===== src/rtl/hvg_pkg.sv =====
// Shared constants, types and register codes for the height map vertex generator.
package hvg_pkg;

  localparam int MAX_COLUMNS = 1024;
  localparam int COL_W       = $clog2(MAX_COLUMNS);
  localparam int COLS_W      = $clog2(MAX_COLUMNS + 1);

  localparam logic [15:0] ONE_Q15 = 16'd32768;
  localparam logic [24:0] POS_MAX = 25'h1FFFFFF;
  localparam int          VEC_W   = 26;

  localparam logic [10:0] RST_GRID_COLUMNS = 11'd1024;
  localparam logic [15:0] RST_GRID_ROWS    = 16'd1024;
  localparam logic [23:0] RST_CELL_SIZE    = 24'd19200;
  localparam logic [23:0] RST_HEIGHT_SCALE = 24'd3276800;

  localparam logic [1:0] CFG_GRID_COLUMNS = 2'd0;
  localparam logic [1:0] CFG_GRID_ROWS    = 2'd1;
  localparam logic [1:0] CFG_CELL_SIZE    = 2'd2;
  localparam logic [1:0] CFG_HEIGHT_SCALE = 2'd3;

  // face vector, components signed
  typedef struct packed {
    logic signed [VEC_W-1:0] x;
    logic signed [VEC_W-1:0] y;
    logic signed [VEC_W-1:0] z;
  } vec_t;

  // unit normal, Q1.15
  typedef struct packed {
    logic signed [15:0] x;
    logic signed [15:0] y;
    logic signed [15:0] z;
  } nrm_t;

endpackage


===== src/rtl/hvg_norm.sv =====
// Unit normal: sum of squares, shift normalize, bitwise square root, long division.
module hvg_norm import hvg_pkg::*; (
  input  logic clk,
  input  logic rst,
  input  logic start,
  input  vec_t vec,
  output logic done,
  output nrm_t nrm
);

  typedef enum logic [2:0] {
    N_IDLE, N_SQ, N_CHK, N_NORM, N_SQRT, N_DIVI, N_DIV, N_DONE
  } st_t;

  st_t         st;
  logic [1:0]  idx;
  logic [30:0] m [3];
  logic [2:0]  neg;
  logic [63:0] sq;
  logic [63:0] res;
  logic [63:0] bitr;
  logic [32:0] rem;
  logic [16:0] low;
  logic [16:0] q;
  logic [4:0]  dcnt;
  logic signed [15:0] n [3];

  logic signed [VEC_W-1:0] comp [3];
  logic [47:0] prod;
  logic [63:0] trial;
  logic [47:0] dvd;
  logic [31:0] dsr;
  logic [32:0] tmp;
  logic        take;
  logic [16:0] q_next;

  function automatic logic signed [15:0] clamp_q(input logic [16:0] qv, input logic ng);
    logic [16:0] qc;
    begin
      if (ng) begin
        qc = (qv > 17'd32768) ? 17'd32768 : qv;
        clamp_q = 16'(17'd0 - qc);
      end else begin
        qc = (qv > 17'd32767) ? 17'd32767 : qv;
        clamp_q = 16'(qc);
      end
    end
  endfunction

  assign comp[0] = vec.x;
  assign comp[1] = vec.y;
  assign comp[2] = vec.z;

  assign prod   = 48'(m[idx][23:0]) * 48'(m[idx][23:0]);
  assign trial  = res + bitr;
  assign dvd    = {1'b0, m[idx], 16'd0} + 48'(res);
  assign dsr    = {res[30:0], 1'b0};
  assign tmp    = {rem[31:0], low[16]};
  assign take   = (tmp >= {1'b0, dsr});
  assign q_next = {q[15:0], take};
  assign done   = (st == N_DONE);
  assign nrm    = '{x: n[0], y: n[1], z: n[2]};

  always_ff @(posedge clk) begin
    if (rst) begin
      st <= N_IDLE;
    end else begin
      unique case (st)
        N_IDLE: begin
          if (start) begin
            for (int i = 0; i < 3; i++) begin
              neg[i] <= comp[i][VEC_W-1];
              m[i]   <= 31'(comp[i][VEC_W-1] ? (-comp[i]) : comp[i]);
            end
            sq  <= '0;
            idx <= '0;
            st  <= N_SQ;
          end
        end
        N_SQ: begin
          sq  <= sq + 64'(prod);
          idx <= idx + 2'd1;
          if (idx == 2'd2) begin
            st <= N_CHK;
          end
        end
        N_CHK: begin
          if (sq == '0) begin
            for (int i = 0; i < 3; i++) n[i] <= '0;
            st <= N_DONE;
          end else begin
            st <= N_NORM;
          end
        end
        N_NORM: begin
          // shift until the square sits in [2^60, 2^62); magnitudes follow by one
          if (sq < (64'd1 << 60)) begin
            sq <= sq << 2;
            for (int i = 0; i < 3; i++) m[i] <= m[i] << 1;
          end else begin
            res  <= '0;
            bitr <= 64'd1 << 62;
            st   <= N_SQRT;
          end
        end
        N_SQRT: begin
          if (sq >= trial) begin
            sq  <= sq - trial;
            res <= (res >> 1) + bitr;
          end else begin
            res <= res >> 1;
          end
          bitr <= bitr >> 2;
          if (bitr == 64'd1) begin
            idx <= '0;
            st  <= N_DIVI;
          end
        end
        N_DIVI: begin
          // quotient stays below 2^17, so the top bits start the remainder
          rem  <= {2'b00, dvd[47:17]};
          low  <= dvd[16:0];
          q    <= '0;
          dcnt <= '0;
          st   <= N_DIV;
        end
        N_DIV: begin
          rem  <= take ? (tmp - {1'b0, dsr}) : tmp;
          q    <= q_next;
          low  <= low << 1;
          dcnt <= dcnt + 5'd1;
          if (dcnt == 5'd16) begin
            n[idx] <= clamp_q(q_next, neg[idx]);
            if (idx == 2'd2) begin
              st <= N_DONE;
            end else begin
              idx <= idx + 2'd1;
              st  <= N_DIVI;
            end
          end
        end
        N_DONE: begin
          st <= N_IDLE;
        end
        default: st <= N_IDLE;
      endcase
    end
  end

endmodule


===== config.mk =====
export PLATFORM = sky130hd
export DESIGN_NAME = hvg_norm
export DESIGN_NICKNAME = d
export VERILOG_FILES = /design/src/rtl/hvg_pkg.sv /design/src/rtl/hvg_norm.sv
export SDC_FILE = /design/constraint.sdc
export NUM_CORES = 2
export LEC_CHECK = 0
export BUFFER_PORTS_ARGS = -buffer_cell sky130_fd_sc_hd__buf_2
export CAP_MARGIN = 0
export CELL_PAD_IN_SITES_DETAIL_PLACEMENT = 2
export CELL_PAD_IN_SITES_GLOBAL_PLACEMENT = 2
export CORE_MARGIN = 2
export CORE_UTILIZATION = 41
export CTS_CLUSTER_DIAMETER = 30
export DETAILED_ROUTE_END_ITERATION = 16
export PLACE_DENSITY = 0.84
export RECOVER_POWER = 50
export SYNTH_ARGS = -nofsm -noshare
export SYNTH_HDL_FRONTEND = slang
export SYNTH_SLANG_ARGS = --single-unit

===== constraint.sdc =====
create_clock -name clk -period 13.5 [get_ports clk]
set_clock_uncertainty 0.1 [all_clocks]
set_input_delay 0 -clock clk [delete_from_list [all_inputs] [get_ports clk]]
set_output_delay 0 -clock clk [all_outputs]
set_load 0.005 [all_outputs]

==> results of run 1 <==
per-layer routing:
layer / GRT overflow / global-route usage (%)
met3: 0 / 40.5
met5: 0 / 28.7
met2: 20 / 78.5
met1: 0 / 59.8
met4: 18 / 55.8
metrics by stage:
step / std cells / worst slack, ps
after floorplan: 5283 / 3030
after global placement: 6760 / 3200
after detailed placement: 6760 / 2680
after CTS: 7096 / 2060
cells in the mapped netlist (20+ instances only):
| cell | number | area [sq um] |
|---|---|---|
| nor3_1 | 49 | 245 |
| inv_1 | 785 | 2950 |
| or2_2 | 20 | 125 |
| xnor2_1 | 157 | 1380 |
| o31ai_1 | 37 | 278 |
| and3_1 | 26 | 163 |
| a21oi_1 | 245 | 1230 |
| xor2_1 | 197 | 1730 |
| a31oi_1 | 86 | 538 |
| nor2_1 | 377 | 1420 |
| or3_1 | 34 | 213 |
| a21o_1 | 121 | 908 |
| a22oi_1 | 34 | 255 |
| edfxtp_1 | 376 | 11300 |
| o211ai_1 | 30 | 225 |
| mux2i_1 | 44 | 440 |
| nand4_1 | 59 | 369 |
| a211oi_1 | 46 | 345 |
| clkbuf_1 | 178 | 668 |
| fa_1 | 469 | 9390 |
| and2_1 | 81 | 507 |
| nor4_1 | 46 | 288 |
| ha_1 | 378 | 4730 |
| nand3_1 | 61 | 305 |
| or4_1 | 20 | 150 |
| o21ai_0 | 325 | 1630 |
| nor2b_1 | 29 | 181 |
| nand2_1 | 583 | 2190 |
| nand2b_1 | 33 | 206 |
| o21bai_1 | 42 | 315 |
| o21a_1 | 50 | 375 |
cells by family after synthesis:
family | after synthesis | synth area share (%)
buf+inv | 996 | 7.94
compound gates | 1196 | 16.2
fa+ha+maj | 847 | 29.9
xor+xnor | 354 | 6.57
simple gates | 1463 | 14.3
flops | 381 | 24.1
mux | 46 | 0.980
==> results.md, run 1 <==
* Total GRT Usage at just under 60%
* CTS Buffer Depth at 3
* Row count at around 120
* Syn Inst Count at roughly 5.3k
* Area after DPL at about 49000 sq um
* Cts bufs inserted at around 110
* Post-synthesis cell area at around 47000 sq um
* Status: stopped before the end
* Synth cell types at 80
* IO Pins at 130
* Fraction of registers with async set/reset at 0%
* Hpwl dp at approximately 160000 um
* Chip height at 343 um
* Syn nets at between 6k and 7k
* Largest net degree at the start of global routing at between 90 and 100
* Stop err: [ERROR GRT-0232] Routing congestion too high. Check the congestion heatmap in the GUI.
* GP Congestion at 0.927
* EDFF count, synth at 376
* Resize count post-CTS at 0
* H-tree Lvls at 3
* Seq/Total Area, Yosys at between 20% and 30%
* Warnings from Yosys at 0
* Stopped at: 5_1_grt
* Synth Area per Inst at 8.94 sq um
* Post-CTS setup buffer count at 0
* Seq cells post-synth at 381
* Effective utilization at floorplan at 41.3%
* CTS Sinks at 381
* I/O Buffers at about 130
* Die W at about 340 um
* Hold_buf cts at 124
* Most used DFF post-synth: edfxtp_1
* Clk root buf: clkbuf_16
* Grt ovf at 38
==> run 2, diff against run 1 <==
Settings changed: CELL_PAD_IN_SITES_DETAIL_PLACEMENT 2 to default, CELL_PAD_IN_SITES_GLOBAL_PLACEMENT 2 to default, CORE_UTILIZATION 41 to 40, CTS_CLUSTER_DIAMETER 30 to default, PLACE_DENSITY 0.84 to default, PLACE_DENSITY_LB_ADDON from default to 0.15.
==> run 2 against run 1 <==
The flow now finishes, with violations (max-capacitance violations, max-slew violations); synthesized cell count stayed put; area after synthesis stayed put.
==> results.md, run 2 <==
* Die W at 348 um (+1.2%)
* Top-count cell post-synth: inv_1
* R2R depth at 31
* Clk root buf: clkbuf_16
* Largest net degree at the start of global routing at slightly below 100
* CP startpoint kind: register
* DR pass1 iterations at 6
* Top cells by instance count after synthesis: inv_1, nand2_1, fa_1, ha_1, nor2_1
* Row count at 126 (+1.6%)
* WL final at ~160000 um
* Most common cell after layout, fill and taps aside: inv_1
* Core area at 118000 sq um
* Seq/Total Area, Yosys at 24.1% (unchanged)
* Chip height at 348 um (+1.2%)
* Layout cells sized above 1 at under 10%
* Antenna violations before repair at 2
* Fill cells at roughly 12k
* DRC viols at 0
* WL/cell at around 22 um
* Element type at the critical path end: register
* Multi-input logic area at around 32000 sq um
* Via count at roughly 39k
* GR Layer Usage met1 at a little under two fifths
* Setup CP Type: register to register
* Final period util at 78.6%
* Most used routing layer: met2
* Post-synthesis cell area at 47200 sq um (unchanged)
* Hpwl dp at 122000 um (-23%)
* Synth-to-Final Area Change at 10.6%
* R2r setup slk at a little under 3000 ps
* Warnings from Yosys at 0 (unchanged)
* Slowest stage delay, CP at 920 ps
* CTS Sinks at 381 (unchanged)
* GP Congestion at 0.964 (+4.0%)
* Max Slew Vio Count at 645
* Die area at approximately 120000 sq um
* Max stage delay cell, worst path: clkinv_1
* CTS tree: done
* I/O Buffers at 129 (unchanged)
* Fin nets at about 6.4k
* Yosys top cell area share at 23.9% (unchanged)
* DR vias/cell at about 5.6
* Most frequent cells in the layout: inv_1, nand2_1, fa_1, ha_1, edfxtp_1
* Setup crit end: sq[60]
* Finished layout cell area at ~52000 sq um
* Synth area leader: edfxtp_1
* 1st-iter DRT viols at between 3k and 4k
* Syn Inst Count at 5283 (unchanged)
* Most used DFF post-synth: edfxtp_1
* Endpoints failing hold at 0
* Post-route antenna net violation count at 0
* Grt ovf at 0
* Fraction of registers with async set/reset at 0% (unchanged)
* FF/Latch Area at 11400 sq um
* Final core occ at 44.4%
* First-pass GRT wire length at ~240000 um
* Worst EP arrival at around 11000 ps
* Met3 global-route usage at under 10%
* CTS Buffer Depth at 3 (unchanged)
* EDFF count, synth at 376 (unchanged)
* HP Class: input pin to register
* Total GRT Usage at 25.5%
* Top area cells in the synthesized netlist: edfxtp_1, fa_1, ha_1, inv_1, nand2_1
* Worst slew pin tran at about 4200 ps
* Slew HR at -178%
* Final Setup Violations at 0
* Syn nets at 6211 (unchanged)
* Clk pin slew, worst setup/hold paths at 60 ps
* CP required at between 10000 and 15000 ps
* Clock Latency Late Sink at 640 ps
* Seq cells post-synth at 381 (unchanged)
* Met2 usage at around two fifths
* Setup TNS at 0 ps
* RSZ-0062 raised after global routing: false
* Synth cell types at 80 (unchanged)
* Tmin final at roughly 11000 ps
* Fmax at approximately 0.094 GHz
* Synth Area per Inst at 8.94 sq um (unchanged)
* Max-Cap Viols at 13
* Failing checks: max-capacitance violations, max-slew violations
* Area after DPL at 49400 sq um (about the same)
* IO Pins at 130 (unchanged)
* Cts bufs inserted at 49 (-57%)
* Reg-to-Reg End: sq[60]
* Vias in the first global route at 39.0k
* Effective utilization at floorplan at 40.1% (-1.1 points)
* CP Max Fanout at 31
* Biggest regs: m: 93 flops, res: 64 flops, sq: 64 flops
* Largest register FFs at 93
* Status: finished, violations left
* Largest Register: m
* H-tree Lvls at 2 (-1)
## run 2: cell counts after synthesis
Identical to the previous run, type by type.
## run 2: timing repair
| action | 4_1_cts | 5_1_grt |
|---|---|---|
| hold buffers | 132 | 0 |
| hold endpoints to repair | 87 | 0 |
| setup buffers | 0 | 0 |
| resized for setup | 0 | 0 |
## run 2: cells by family (layout without fill, tap and decap cells)
kind of cell,after synthesis,count (layout),synth area share (%)
buffers and inverters,996,1186,7.94
AND/OR/NAND/NOR,1463,1463,14.3
AO/OA/AOI/OAI,1196,1196,16.2
multiplexers,46,46,0.980
flip-flops,381,381,24.1
other,0,1,0
XOR/XNOR,354,354,6.57
adder cells (fa/ha/maj),847,847,29.9
## run 2: worst max-delay path: cells and delay by family (launching register included)
kind | cells | cell delay (ps)
flip-flops | 1 | 310
buffers and inverters | 9 | 1820
adder cells (fa/ha/maj) | 8 | 4010
multiplexers | 1 | 290
AO/OA/AOI/OAI | 8 | 2490
XOR/XNOR | 1 | 180
AND/OR/NAND/NOR | 4 | 1000
## run 2: area by class of cell
class | instances | area share, %
Multi-Input combinational cell | 3906 | 61.6
Antenna cell | 1 | 0.00479
Sequential cell | 381 | 21.8
Clock inverter | 32 | 0.601
Timing Repair Buffer | 305 | 4.25
Inverter | 791 | 5.69
Tap cell | 1536 | 3.68
Clock buffer | 58 | 2.41
## run 2: how the worst min path moves through the flow
stage | from | end | slack, ps | depth (start not counted)
2_1_floorplan | vec[77] | neg[0] | -1 | 0
3_3_place_gp | vec[0] | m[2][0] | 240 | 3
3_5_place_dp | vec[0] | m[2][0] | 250 | 3
4_1_cts | vec[26] | m[1][0] | 150 | 4
5_1_grt | vec[26] | m[1][0] | 200 | 4
6_report | vec[0] | m[2][0] | 200 | 4
## run 2: stage by stage
stage	setup WS (ps)	hold WS [ps]	cells
global placement	3200	244	6787
detailed placement	3020	254	6787
CTS	3010	150	7009
floorplan	3030	-1.13	5283
global route	2460	196	7009
finish	2890	197	7010
## run 2: layer usage
metal  vias up  part of all wire, %  wire [um]
met5         -                    0          0
met4         0                  3.0       4640
met3       192                  5.9       9170
met2      1240                   46      71000
met1     19600                   45      70400
li1      18400                    -          -
Power of run 2 is not shown: default switching activity piles up to over one toggle a cycle in this logic, so the estimate is an artifact.
